File: config.mk
export PLATFORM = sky130hd
export DESIGN_NAME = cpp_trig
export DESIGN_NICKNAME = d
export VERILOG_FILES = /design/src/cpp_pkg.sv /design/src/cpp_trig.sv
export SDC_FILE = /design/constraint.sdc
export NUM_CORES = 1
export LEC_CHECK = 0
export BUFFER_PORTS_ARGS = -buffer_cell sky130_fd_sc_hd__buf_2
export CAP_MARGIN = 20
export CORE_MARGIN = 8
export CORE_UTILIZATION = 41
export DETAILED_ROUTE_END_ITERATION = 8
export PLACE_DENSITY = 0.62
export SLEW_MARGIN = 20
export SYNTH_ARGS = -nofsm -noshare
export SYNTH_HDL_FRONTEND = slang
export SYNTH_SLANG_ARGS = --single-unit
export TNS_END_PERCENT = 50
File: constraint.sdc
create_clock -name clk -period 9.4 [get_ports clk]
set_input_delay 0.94 -clock clk [delete_from_list [all_inputs] [get_ports clk]]
set_output_delay 0.94 -clock clk [all_outputs]
set_load 0.05 [all_outputs]
File: src/cpp_pkg.sv
`timescale 1ns / 1ps
// ----------------------------------------------------------------------------
// cpp_pkg
// Shared widths, codes and types for the perspective projection block.
// ----------------------------------------------------------------------------
package cpp_pkg;

  localparam int CW  = 36;
  localparam int TW  = 30;
  localparam int PRW = CW + TW;
  localparam int QW  = 41;
  localparam int TOTW = QW + 2;

  localparam int CFG_IDX_W = 3;
  localparam logic [CFG_IDX_W-1:0] CFG_CAMERA_X     = 3'd0;
  localparam logic [CFG_IDX_W-1:0] CFG_CAMERA_Y     = 3'd1;
  localparam logic [CFG_IDX_W-1:0] CFG_CAMERA_Z     = 3'd2;
  localparam logic [CFG_IDX_W-1:0] CFG_CAMERA_YAW   = 3'd3;
  localparam logic [CFG_IDX_W-1:0] CFG_CAMERA_PITCH = 3'd4;
  localparam logic [CFG_IDX_W-1:0] CFG_CAMERA_ROLL  = 3'd5;
  localparam logic [CFG_IDX_W-1:0] CFG_FIELD_OF_VIEW = 3'd6;

  localparam int ANG_W = 18;
  localparam logic signed [ANG_W-1:0] ANG_FULL = 18'sd46080;
  localparam logic signed [ANG_W-1:0] ANG_Q90  = 18'sd11520;
  localparam logic signed [ANG_W-1:0] ANG_Q180 = 18'sd23040;
  localparam logic signed [ANG_W-1:0] ANG_Q270 = 18'sd34560;

  localparam int CORDIC_STEPS = 24;
  localparam logic signed [31:0] CORDIC_GAIN = 32'sd652032874;

  typedef logic signed [TW-1:0] trig_t;

  typedef struct packed {
    trig_t yaw_cos;
    trig_t yaw_sin;
    trig_t pitch_cos;
    trig_t pitch_sin;
    trig_t roll_cos;
    trig_t roll_sin;
    trig_t fov_cos;
    trig_t fov_sin;
  } cpp_trig_set_t;

  typedef enum logic [3:0] {
    TS_IDLE  = 4'b0001,
    TS_LOAD  = 4'b0010,
    TS_ITER  = 4'b0100,
    TS_STORE = 4'b1000
  } trig_state_t;

  function automatic logic signed [31:0] arc_entry(input logic [4:0] idx);
    logic signed [31:0] v;
    case (idx)
      5'd0:  v = 32'sd188743680;
      5'd1:  v = 32'sd111421900;
      5'd2:  v = 32'sd58872272;
      5'd3:  v = 32'sd29884485;
      5'd4:  v = 32'sd15000234;
      5'd5:  v = 32'sd7507429;
      5'd6:  v = 32'sd3754631;
      5'd7:  v = 32'sd1877430;
      5'd8:  v = 32'sd938729;
      5'd9:  v = 32'sd469366;
      5'd10: v = 32'sd234683;
      5'd11: v = 32'sd117342;
      5'd12: v = 32'sd58671;
      5'd13: v = 32'sd29335;
      5'd14: v = 32'sd14668;
      5'd15: v = 32'sd7334;
      5'd16: v = 32'sd3667;
      5'd17: v = 32'sd1833;
      5'd18: v = 32'sd917;
      5'd19: v = 32'sd458;
      5'd20: v = 32'sd229;
      5'd21: v = 32'sd115;
      5'd22: v = 32'sd57;
      5'd23: v = 32'sd29;
      default: v = 32'sd0;
    endcase
    return v;
  endfunction

endpackage

File: src/cpp_trig.sv
`timescale 1ns / 1ps
// ----------------------------------------------------------------------------
// cpp_trig
// Shared CORDIC unit: cosine and sine of yaw, pitch, roll and half field of
// view, rebuilt one angle after another after reset and after a register write.
// ----------------------------------------------------------------------------
module cpp_trig (
  input  logic                   clk,
  input  logic                   rst_n,
  input  logic                   restart,
  input  logic signed [15:0]     yaw,
  input  logic signed [15:0]     pitch,
  input  logic signed [15:0]     roll,
  input  logic [13:0]            fov,
  output logic                   busy,
  output cpp_pkg::cpp_trig_set_t trig
);
  import cpp_pkg::*;

  localparam logic [1:0] SEL_YAW   = 2'd0;
  localparam logic [1:0] SEL_PITCH = 2'd1;
  localparam logic [1:0] SEL_ROLL  = 2'd2;
  localparam logic [1:0] SEL_FOV   = 2'd3;

  trig_state_t state_r, state_nxt;
  logic [1:0] sel_r, sel_nxt;
  logic [4:0] step_r, step_nxt;
  logic signed [31:0] cx_r, cx_nxt, cy_r, cy_nxt, cz_r, cz_nxt;
  logic [1:0] quad_r, quad_nxt;
  logic zero_r, zero_nxt;
  logic store_en;
  trig_t cos_r [4];
  trig_t sin_r [4];

  logic signed [ANG_W-1:0] h, h1, h2, h3, hr;
  logic [1:0] quad;
  logic [13:0] rr;
  logic signed [31:0] z_init, dx, dy, atan;
  logic signed [31:0] c0, s0, mc, ms, rc, rs;

  always_comb begin
    case (sel_r)
      SEL_YAW:   h = -($signed({{2{yaw[15]}}, yaw}) <<< 1);
      SEL_PITCH: h = -($signed({{2{pitch[15]}}, pitch}) <<< 1);
      SEL_ROLL:  h = -($signed({{2{roll[15]}}, roll}) <<< 1);
      SEL_FOV:   h = $signed({4'b0000, fov});
      default:   h = '0;
    endcase
    h1 = (h < 0) ? h + ANG_FULL : h;
    h2 = (h1 < 0) ? h1 + ANG_FULL : h1;
    h3 = (h2 >= ANG_FULL) ? h2 - ANG_FULL : h2;
    if (h3 >= ANG_Q270) begin
      quad = 2'd3;
      hr = h3 - ANG_Q270;
    end else if (h3 >= ANG_Q180) begin
      quad = 2'd2;
      hr = h3 - ANG_Q180;
    end else if (h3 >= ANG_Q90) begin
      quad = 2'd1;
      hr = h3 - ANG_Q90;
    end else begin
      quad = 2'd0;
      hr = h3;
    end
    rr = hr[13:0];
    z_init = $signed({3'b000, rr, 15'b0});
  end

  always_comb begin
    dx = cy_r >>> step_r;
    dy = cx_r >>> step_r;
    atan = arc_entry(step_r);
  end

  always_comb begin
    c0 = zero_r ? 32'sd1073741824 : cx_r;
    s0 = zero_r ? 32'sd0 : cy_r;
    case (quad_r)
      2'd0: begin mc = c0;  ms = s0;  end
      2'd1: begin mc = -s0; ms = c0;  end
      2'd2: begin mc = -c0; ms = -s0; end
      default: begin mc = s0; ms = -c0; end
    endcase
    rc = (mc + 32'sd2) >>> 2;
    rs = (ms + 32'sd2) >>> 2;
  end

  always_comb begin
    state_nxt = state_r;
    sel_nxt = sel_r;
    step_nxt = step_r;
    cx_nxt = cx_r;
    cy_nxt = cy_r;
    cz_nxt = cz_r;
    quad_nxt = quad_r;
    zero_nxt = zero_r;
    store_en = 1'b0;
    case (state_r)
      TS_IDLE: begin
      end
      TS_LOAD: begin
        cx_nxt = CORDIC_GAIN;
        cy_nxt = '0;
        cz_nxt = z_init;
        quad_nxt = quad;
        zero_nxt = (rr == '0);
        step_nxt = '0;
        state_nxt = TS_ITER;
      end
      TS_ITER: begin
        if (cz_r >= 0) begin
          cx_nxt = cx_r - dx;
          cy_nxt = cy_r + dy;
          cz_nxt = cz_r - atan;
        end else begin
          cx_nxt = cx_r + dx;
          cy_nxt = cy_r - dy;
          cz_nxt = cz_r + atan;
        end
        if (step_r == 5'(CORDIC_STEPS - 1)) begin
          state_nxt = TS_STORE;
        end else begin
          step_nxt = step_r + 5'd1;
        end
      end
      TS_STORE: begin
        store_en = 1'b1;
        if (sel_r == SEL_FOV) begin
          state_nxt = TS_IDLE;
        end else begin
          sel_nxt = sel_r + 2'd1;
          state_nxt = TS_LOAD;
        end
      end
      default: state_nxt = TS_LOAD;
    endcase
    if (restart) begin
      state_nxt = TS_LOAD;
      sel_nxt = SEL_YAW;
    end
  end

  always_ff @(posedge clk) begin
    if (!rst_n) begin
      state_r <= TS_LOAD;
      sel_r <= SEL_YAW;
      step_r <= '0;
    end else begin
      state_r <= state_nxt;
      sel_r <= sel_nxt;
      step_r <= step_nxt;
    end
  end

  always_ff @(posedge clk) begin
    cx_r <= cx_nxt;
    cy_r <= cy_nxt;
    cz_r <= cz_nxt;
    quad_r <= quad_nxt;
    zero_r <= zero_nxt;
    if (store_en) begin
      cos_r[sel_r] <= rc[TW-1:0];
      sin_r[sel_r] <= rs[TW-1:0];
    end
  end

  assign busy = (state_r != TS_IDLE);

  always_comb begin
    trig.yaw_cos   = cos_r[SEL_YAW];
    trig.yaw_sin   = sin_r[SEL_YAW];
    trig.pitch_cos = cos_r[SEL_PITCH];
    trig.pitch_sin = sin_r[SEL_PITCH];
    trig.roll_cos  = cos_r[SEL_ROLL];
    trig.roll_sin  = sin_r[SEL_ROLL];
    trig.fov_cos   = cos_r[SEL_FOV];
    trig.fov_sin   = sin_r[SEL_FOV];
  end

endmodule

# After elaboration in Yosys (flattened, before gate mapping)

Memories as Yosys holds them, arrays and structs flattened. A register that Yosys moved wholly into a read port is not among the register bits.
Index checks and enable logic that the tools add are counted.

Register bits: 110
Memory bits (writable): 240
Bits in read-only memories: 896
Input bits: 65
Output and inout port bits: 241
Logic and storage cells: 96
Memories: 3

Memories:

| name            | words | width | read ports | clocked after memory_dff | write ports | RTL line       | text |
|---|---|---|---|---|---|---|---|
| (no name shown) | 32    | 28    | 1          | 1                        | 0           | cpp_pkg.sv:54  | `case (idx)` |
| cos_r           | 4     | 30    | 4          | 0                        | 1           | cpp_trig.sv:32 | `trig_t cos_r [4];` |
| sin_r           | 4     | 30    | 4          | 0                        | 1           | cpp_trig.sv:33 | `trig_t sin_r [4];` |

Add/sub/neg operators: 21
$lt $le $gt $ge: 7
Equality and inequality tests: 13
Shift operators: 2
Multiplexer cells: 29
Bitwise logic cells: 3
Reductions and logical operators: 9

Operators by type and width:

| kind                     | count |
|---|---|
| $pmux W32 S2             | 3 |
| $pmux W32 S3             | 2 |
| $mux W32                 | 5 |
| $add A32 B32 Y32         | 3 |
| $sub A32 B32 Y32         | 3 |
| $pmux W18 S4             | 1 |
| $add A32 B3 Y32 const B  | 2 |
| $neg A32 Y32             | 2 |
| $sshr A32 B5 Y32         | 2 |
| $mux W18                 | 3 |
| $neg A17 Y18             | 3 |
| $mux W14                 | 3 |
| $add A18 B17 Y18 const B | 2 |
| $ge A18 B17 Y1 const B   | 2 |
| $lt A18 B1 Y1 const B    | 2 |
| $ge A32 B1 Y1 const B    | 1 |
| $sub A14 B14 Y14 const B | 2 |
| $ge A18 B15 Y1 const B   | 1 |
| $ge A18 B16 Y1 const B   | 1 |
| $sub A18 B17 Y18 const B | 1 |
| $pmux W4 S4              | 1 |
| $mux W5                  | 3 |
| $logic_not A14 Y1        | 1 |
| $sub A14 B12 Y14 const B | 1 |
| other kinds (20)         | 34 |

# Longest topological paths before layout

Gate-level depths: netlist of run 1.

Depth after elaboration: 13
Depth in mapped cells: 32
Gate-level depth less buffers: 28

# Worst setup path before layout of run 1

Ideal clock, no wire load.

Kind: register -> register
From: register step_r[1]
To: register cy_r[30], data pin
Library setup time: 0.266 ns
Data arrival time: 6.768 ns
Setup slack: 2.366 ns
Cell stages (with the launch flop): 30
Buffers on the path: 4
Clock period less this slack: 7.034 ns
Cells stage by stage: dfxtp_1 clkbuf_1 clkbuf_1 buf_1 clkbuf_1 mux4_2 mux2i_1 a211oi_1 a31oi_1 ha_1 inv_1 mux2i_1 fa_1 a21o_1 a21oi_1 o21bai_1 a21oi_1 o21bai_1 a21oi_1 o21ai_0 a2111oi_0 o31ai_1 o2111a_1 o21a_1 o41a_1 a41oi_1 a21oi_1 a31oi_1 xor2_1 nor2_1

Longest elaborated chain between the ends: 4

RTL lines:

| element                                                     | RTL line                         | text |
|---|---|---|
| start, declared                                             | cpp_trig.sv:27                   | `logic [4:0] step_r, step_nxt;` |
| start signal, assigned                                      | cpp_trig.sv:151                  | `step_r <= step_nxt;` |
| $sshr A32 B5 Y32 (*)                                        | cpp_trig.sv:71                   | `dy = cx_r >>> step_r;` |
| $sub A32 B32 Y32 / $add A32 B32 Y32 (equally long branches) | cpp_trig.sv:117, cpp_trig.sv:113 |  |
| $mux W32 (*)                                                | cpp_trig.sv:111                  | `if (cz_r >= 0) begin` |
| $pmux W32 S2 (*)                                            | cpp_trig.sv:98                   | `case (state_r)` |
| end signal, assigned                                        | cpp_trig.sv:157                  | `cy_r <= cy_nxt;` |
| end, declared                                               | cpp_trig.sv:28                   | `logic signed [31:0] cx_r, cx_nxt, cy_r, cy_nxt, cz_r, cz_nxt;` |

Mark *: on every way between the ends. The rest lies on a longest branch, timed or not.
A chain may end at the register's enable or synchronous reset.

# Worst setup path in the final report of run 1

From: register step_r[1]
To: register cx_r[31], data pin

Longest elaborated chain between the ends: 4

RTL lines:

| element                                                     | RTL line                         | text |
|---|---|---|
| $sshr A32 B5 Y32 (*)                                        | cpp_trig.sv:70                   | `dx = cy_r >>> step_r;` |
| $add A32 B32 Y32 / $sub A32 B32 Y32 (equally long branches) | cpp_trig.sv:116, cpp_trig.sv:112 |  |
| $mux W32 (*)                                                | cpp_trig.sv:111                  |  |
| $pmux W32 S2 (*)                                            | cpp_trig.sv:98                   |  |
| end signal, assigned                                        | cpp_trig.sv:156                  | `cx_r <= cx_nxt;` |
| end, declared                                               | cpp_trig.sv:28                   |  |

Marks and branches as above.

==> flow_summary_export.csv, run 1 <==
group,metric,value,unit
run_status,outcome,"completed",
floorplan,core,71700,um^2
cts,hold_buffers,0,
floorplan,die_h,285,um
routing,avgViaCountPerCell,5.80,
synthesis,ys_seq_area_frac,0.368,
sta,fmax,133,MHz
critical_path,crit_fanout,74,
placement,dpl.cell_count,4405,
synthesis,yosysWarnings,0,
sta,finalCritPeriodShare,0.801,
cells_and_area,area_delta_synth_final,11.7,%
synthesis,synth_edf_count,339,
global_route,track_usage,0.202,
critical_path,startpoint_type,"flip-flop",
synthesis,synthTopCellsByCount,"nand2_1 (406), edfxtp_1 (339), nor2_1 (333)",
floorplan,start_util,0.415,
sta,fin_setup_tns,0,ns
cells_and_area,finalNetCount,3694,
placement,io_buffers,305,
cells_and_area,n_fill_cell,6958,
sta,hold_ws,0.561,ns
placement,dp.final_hpwl,64.2,mm
critical_path,worst-path-buf-inv,0,
synthesis,yosysTopAreaCell,"edfxtp_1",
floorplan,die_x,285,um
sta,finalCriticalPeriod,7.53,ns
routing,vias,25971,
cts,cts.sinks,378,
critical_path,critPathRequiredTime,9.71,ns
floorplan,die_area,81500,um^2
cts,ctsResizeCount,0,
cts,post-cts-setup-buffers,0,
cts,cts-htree-levels,2,
sta,worst_pin_slew,0.952,ns
synthesis,synth.avg_cell_area,8.95,um^2
cts,tritoncts,"built",
synthesis,yosysMostFrequentCell,"nand2_1",
floorplan,io_pins,306,
global_route,grt_pass1_wl,136,mm
routing,drtPass1Iterations,5,
synthesis,syn_area,29800,um^2
critical_path,cp_slowest_cell,"dfxtp_4",
synthesis,synth_nets,3522,
cts,cts_inserted_buffers,41,
cts,path_clk_slew,0.06,ns
global_route,grt-ovfl-total,0,
global_route,grt_max_degree,89,
sta,finalMaxSlewViolations,0,
flow_run,max_cap_viol_count,0,
sta,fin_skew,0.0340,ns
cts,clock_latency,0.59,ns
power_and_ir_drop,power.leakage,12.5,nW
cells_and_area,final_cells,4478,
critical_path,crit_type,"flip-flop to flip-flop",
synthesis,syn-instance-count,3326,
synthesis,yosysTopAreaCellShare,0.342,
critical_path,critPathMostFrequentCell,"o21ai_0",
global_route,grt_pass1_vias,24476,
sta,slew_headroom,0.361,
synthesis,ys_async_sr_fraction,0,
synthesis,synthDistinctLibCells,105,
global_route,antenna_found_initial,2,
cells_and_area,drive_above_1_share,0.161,
placement,gp_congestion,0.959,
synthesis,ys.flop_type,"edfxtp_1",
worst_hold_path,min_path_type,"flip-flop to flip-flop",
critical_path,crit_arrival,7.83,ns
power_and_ir_drop,powerDensity,193,nW/um^2
cts,cts-root-buf,"clkbuf_16",
floorplan,rows,98,
sta,grt_setup_unrepaired,"no",
synthesis,ys_ff_latch,378,
routing,wl_per_cell,19.3,um
sta,finalSetupViolations,0,
routing,routed_wirelength,86.5,mm
critical_path,crit_path_max_incr_delay,0.96,ns
routing,drt_iter0_drc,2158,
critical_path,path_delay_family,"compound AO/OA/AOI/OAI gates",
routing,drcViolationCount,0,
synthesis,synth_area_leaders,"edfxtp_1 (34%), ha_1 (5.4%), nand2_1 (5.1%), xnor2_1 (4.3%), nor2_1 (4.2%)",
routing,ant_nets,0,
cts,clockBufferDepth,3,
critical_path,end_kind,"flip-flop",
sta,hold_viol,0,
power_and_ir_drop,vdd_drop_max,0.000134,V
-- cell families after synthesis --
kind of cell               synth area share
and+or+nand+nor                       0.196
xor gates and xnor gates             0.0839
buffers and inverters                0.0383
muxes                                0.0738
DFF                                   0.368
AOI/OAI and AO/OA                     0.184
adders and majority gates            0.0558
-- worst reg2reg max path: stages (launching register included) --
cell	delay [ns]
dfxtp_4	0.96
mux2i_1	0.39
mux2i_1	0.15
and2_1	0.20
a311oi_1	0.31
a31oi_1	0.06
o21ai_0	0.43
ha_1	0.31
mux2i_1	0.27
ha_1	0.17
nor2b_1	0.12
o21ai_0	0.11
a21boi_0	0.22
o21ai_0	0.11
nand2b_1	0.12
a21oi_1	0.08
o21bai_1	0.26
a41oi_1	0.23
a211oi_1	0.46
a211oi_1	0.18
o41ai_1	0.82
a21oi_1	0.16
o21ai_0	0.41
a211oi_1	0.19
o31ai_1	0.32
xnor2_1	0.15
nor2_1	0.05
-- layout by cell type (no fill, tap or decap), types with 28 or more instances in the layout --
master     netlist  routed
o31ai_1         45      45
clkbuf_16        0      42
or3_1           56      56
buf_4            2      28
nand3_1         88      88
nor4_1          30      30
mux2i_1         64      64
nand2b_1        39      39
dfxtp_1         39      34
xnor2_1        145     145
buf_2            5     305
nor2b_1         32      32
nor3_1          91      91
nor2_1         333     333
a21oi_1        231     231
inv_1           92      88
mux2_2          36      36
nand2_1        406     405
o21ai_0        222     222
a211oi_1        34      34
a31oi_1         37      37
mux4_2          51      51
edfxtp_1       339     339
ha_1           128     128
or2_2           33      33
xor2_1         140     140
-- path summary, 6_finish.rpt --
kind / startpoint / endpoint / slack [ns] / depth (start not counted)
worst max-delay path: step_r[1] / cx_r[31] / 1.87 / 26
worst min-delay path: sel_r[1] / sel_r[1] / 0.56 / 2
worst max register to register: step_r[1] / cx_r[31] / 1.87 / 26
worst min register to register: sel_r[1] / sel_r[1] / 0.56 / 2
-- area by class of cell --
class,instances,area [um^2],share of cell area
diodes,1,2.50,0.0000753
inverters,96,360,0.0108
repair buffers,333,1740,0.0522
flip-flops and latches,378,11000,0.330
multi-input cells,2648,17700,0.532
clock buffers,52,1120,0.0337
clock inverters,20,188,0.00565
well taps,950,1190,0.0358
-- metrics by stage --
| stage | power, mW | setup WS, ns | area [um^2] | util |
|---|---|---|---|---|
| after floorplan | 4.25 | 2.37 | 29800 | - |
| after global placement | 4.85 | 1.92 | 31900 | 0.445 |
| after detailed placement | 4.86 | 1.78 | 31900 | 0.445 |
| after CTS | 6.46 | 1.88 | 33200 | 0.463 |
| after global routing | 6.84 | 1.21 | 33200 | 0.463 |
| final | 6.43 | 1.87 | 33200 | 0.463 |
-- power by group --
part           internal, mW  switching (mW)
Clock                 0.882           0.693
Combinational         0.987            1.61
Sequential             2.13           0.120
-- routing by layer --
metal	vias to the layer above	track usage	routed length, um
met4	0	0.0637	2580
li1	12622	-	-
met3	157	0.0270	5350
met2	844	0.339	40800
met1	12348	0.269	37800
met5	-	0	0
-- sequential cells by signal, summed over array words and instances, names as in the netlist --
register / count
atan: 28
cos_r: 120
cx_r: 32
cy_r: 32
cz_r: 32
quad_r: 2
sel_r: 2
sin_r: 120
state_r: 4
step_r: 5
zero_r: 1
Power figures use the tool's default switching activity.
==> inputs of run 2 (changes only) <==
--- a/config.mk
+++ b/config.mk
@@ -5,12 +5,13 @@
 export SDC_FILE = /design/constraint.sdc
 export NUM_CORES = 1
 export LEC_CHECK = 0
+export ABC_AREA = 1
 export BUFFER_PORTS_ARGS = -buffer_cell sky130_fd_sc_hd__buf_2
 export CAP_MARGIN = 20
 export CORE_MARGIN = 8
 export CORE_UTILIZATION = 41
 export DETAILED_ROUTE_END_ITERATION = 8
-export PLACE_DENSITY = 0.62
+export PLACE_DENSITY = 0.64
 export SLEW_MARGIN = 20
 export SYNTH_ARGS = -nofsm -noshare
 export SYNTH_HDL_FRONTEND = slang
==> constraint.sdc (replaced) <==
create_clock -name clk -period 6.77 [get_ports clk]
set_input_delay 0.677 -clock clk [delete_from_list [all_inputs] [get_ports clk]]
set_output_delay 0.677 -clock clk [all_outputs]
set_load 0.05 [all_outputs]
==> run 2 against run 1 <==
Compared with the run above:
- total power increased by 41%
- maximum frequency rose by 23%
- sequential share of layout area grew 0.22 points
- global-route usage increased by 0.091 points
- critical path type unchanged
- critical endpoint is now cx_r[29]
==> flow_summary_export.csv, run 2 <==
group,metric,value,unit
critical_path,crit_arrival,6.48,ns
placement,place_ws,0.497,ns
critical_path,critPathMostFrequentCell,"nand2_1",
sta,fmax,163,MHz
placement,place_area,31600,um^2
power_and_ir_drop,vdd_drop_max,0.000171,V
cells_and_area,fin_util,0.470,
cells_and_area,finalNetCount,4198,
routing,drt_iter0_drc,2150,
global_route,grt_pass1_vias,24606,
placement,io_buffers,305,
cts,cts-htree-levels,2,
routing,vias,26086,
cells_and_area,reg_top3,"cos_r x120, sin_r x120",
critical_path,critPathRequiredTime,7.11,ns
synthesis,synth_area_leaders,"edfxtp_1 (35%), nand2_1 (9.5%), inv_1 (6.1%), xor2_1 (5.9%), ha_1 (5.5%)",
worst_hold_path,holdPathEnd,"state_r[1]",
cts,cts.sinks,378,
cts,clockBufferDepth,3,
cts,hold_buffers,0,
floorplan,die_h,282,um
critical_path,crit_type,"flip-flop to flip-flop",
cts,tritoncts,"built",
sta,slew_headroom,0.381,
cells_and_area,drive_above_1_share,0.146,
cells_and_area,area_delta_synth_final,13.4,%
cts,cts_inserted_buffers,43,
sta,hold_viol,0,
synthesis,ys.flop_type,"edfxtp_1",
sta,finalMaxSlewViolations,0,
placement,dpl.cell_count,4897,
synthesis,synthDistinctLibCells,72,
routing,wl_per_cell,17.1,um
sta,finalCriticalPeriod,6.14,ns
global_route,grt_max_degree,64,
sta,finalCritPeriodShare,0.906,
routing,avgViaCountPerCell,5.24,
critical_path,startpoint_type,"flip-flop",
floorplan,die_area,79800,um^2
critical_path,reg2reg_slack,0.63,ns
power_and_ir_drop,powerDensity,274,nW/um^2
cells_and_area,final_cell_mix,"nand2_1 (736), inv_1 (470), nor2_1 (386)",
synthesis,yosysMostFrequentCell,"nand2_1",
synthesis,ys_seq_area_frac,0.377,
critical_path,reg2reg_from,"step_r[1]",
global_route,grt_pass1_wl,132,mm
critical_path,reg2reg_to,"cx_r[29]",
routing,drtPass1Iterations,6,
sta,worst_pin_slew,0.928,ns
synthesis,syn_area,29100,um^2
global_route,grt-ovfl-total,0,
routing,routed_wirelength,85.0,mm
synthesis,synth.avg_cell_area,7.79,um^2
cells_and_area,finalInstanceArea,33000,um^2
routing,ant_nets,0,
synthesis,yosysTopAreaCell,"edfxtp_1",
critical_path,crit_path_max_incr_delay,0.38,ns
run_status,outcome,"completed",
flow_run,max_cap_viol_count,0,
worst_hold_path,min_path_type,"input port to flip-flop",
synthesis,yosysWarnings,0,
critical_path,cp_slowest_cell,"inv_2",
floorplan,core,70100,um^2
critical_path,end_kind,"flip-flop",
synthesis,synthTopCellsByCount,"nand2_1 (736), inv_1 (472), nor2_1 (391)",
synthesis,ys_ff_latch,378,
floorplan,io_pins,306,
cts,path_clk_slew,0.06,ns
routing,drcViolationCount,0,
cells_and_area,final_cells,4979,
placement,gp_congestion,0.979,
sta,layout_setup_ws,0.635,ns
cells_and_area,final_common_cell,"nand2_1",
cts,clock_latency,0.59,ns
synthesis,synth_edf_count,339,
global_route,track_usage,0.203,
sta,fin_skew,0.0360,ns
sta,fin_setup_tns,0,ns
floorplan,die_x,282,um
floorplan,start_util,0.415,
synthesis,ys_async_sr_fraction,0,
sta,finalSetupViolations,0,
power_and_ir_drop,total_power,9.04,mW
critical_path,crit_fanout,22,
synthesis,yosysTopAreaCellShare,0.350,
sta,hold_ws,0.370,ns
cts,post-cts-setup-buffers,0,
floorplan,rows,97,
power_and_ir_drop,power.leakage,14.4,nW
placement,dp.final_hpwl,66.2,mm
cts,cts-root-buf,"clkbuf_16",
worst_hold_path,hold_depth,3,
sta,grt_setup_unrepaired,"no",
synthesis,syn-instance-count,3736,
critical_path,rr_worst_depth,37,
global_route,antenna_found_initial,2,
worst_hold_path,hold_start,"restart",
synthesis,synth_nets,3932,
## run 2: cell types whose count changed in the layout (fill, tap and decap cells not counted), sizes merged, moves of 58 or more
cell / delta
nand3: +78
o21ai: +85
xnor2: -103
or3: -58
nor2: +83
nand2: +363
inv: +398
## run 2: report_power, final
group / switching, mW / internal, mW
Sequential: 0.0855 / 3.01
Clock: 1.01 / 1.28
Combinational: 2.52 / 1.15
Total: 3.61 / 5.43
## run 2: area by class of cell
class	count	area [um^2]
Fill cell	7028	37200
Multi-Input combinational cell	2735	15700
Tap cell	940	1180
Sequential cell	378	11000
Clock buffer	50	1140
Clock inverter	30	250
Timing Repair Buffer	349	1870
Inverter	495	1860
Antenna cell	2	5.00
## run 2: how the worst max path moves through the flow
stage                         start       end  slack, ns
after global placement    step_r[0]  cx_r[29]       0.63
final                     step_r[1]  cx_r[29]       0.63
after floorplan           step_r[0]  cy_r[30]       1.60
after detailed placement  step_r[0]  cx_r[29]       0.50
after CTS                 step_r[0]  cy_r[30]       0.50
after global routing      step_r[0]  cy_r[30]     0.0005
## run 2: routing by layer
metal	global-route usage	share of wire	wire length, um
met2	0.344	0.47	39700
met1	0.272	0.45	38000
met5	0	0	0
met4	0.0554	0.025	2120
met3	0.0248	0.061	5220
## run 2: kinds of logic after synthesis
| logic type | synth area share |
|---|---|
| XOR/XNOR | 0.0719 |
| multiplexers | 0.0213 |
| flip-flops | 0.377 |
| AO/OA/AOI/OAI | 0.153 |
| buffers and inverters | 0.0845 |
| AND/OR/NAND/NOR | 0.236 |
| adder cells (fa/ha/maj) | 0.0571 |
## run 2: worst max-delay path, delay by kind of cell, from the launching register on
kind	cells	cell delay, ns
AO/OA/AOI/OAI	11	2.36
buffers and inverters	8	1.27
AND/OR/NAND/NOR	14	1.18
adder cells (fa/ha/maj)	2	0.52
flip-flops	1	0.32
XOR/XNOR	1	0.16
multiplexers	1	0.10
## run 2: what timing repair did
action                                  4_1_cts  5_1_grt
endpoints found under the setup margin        0        9
resized for setup                             0        5
endpoints found under the hold margin         0        0
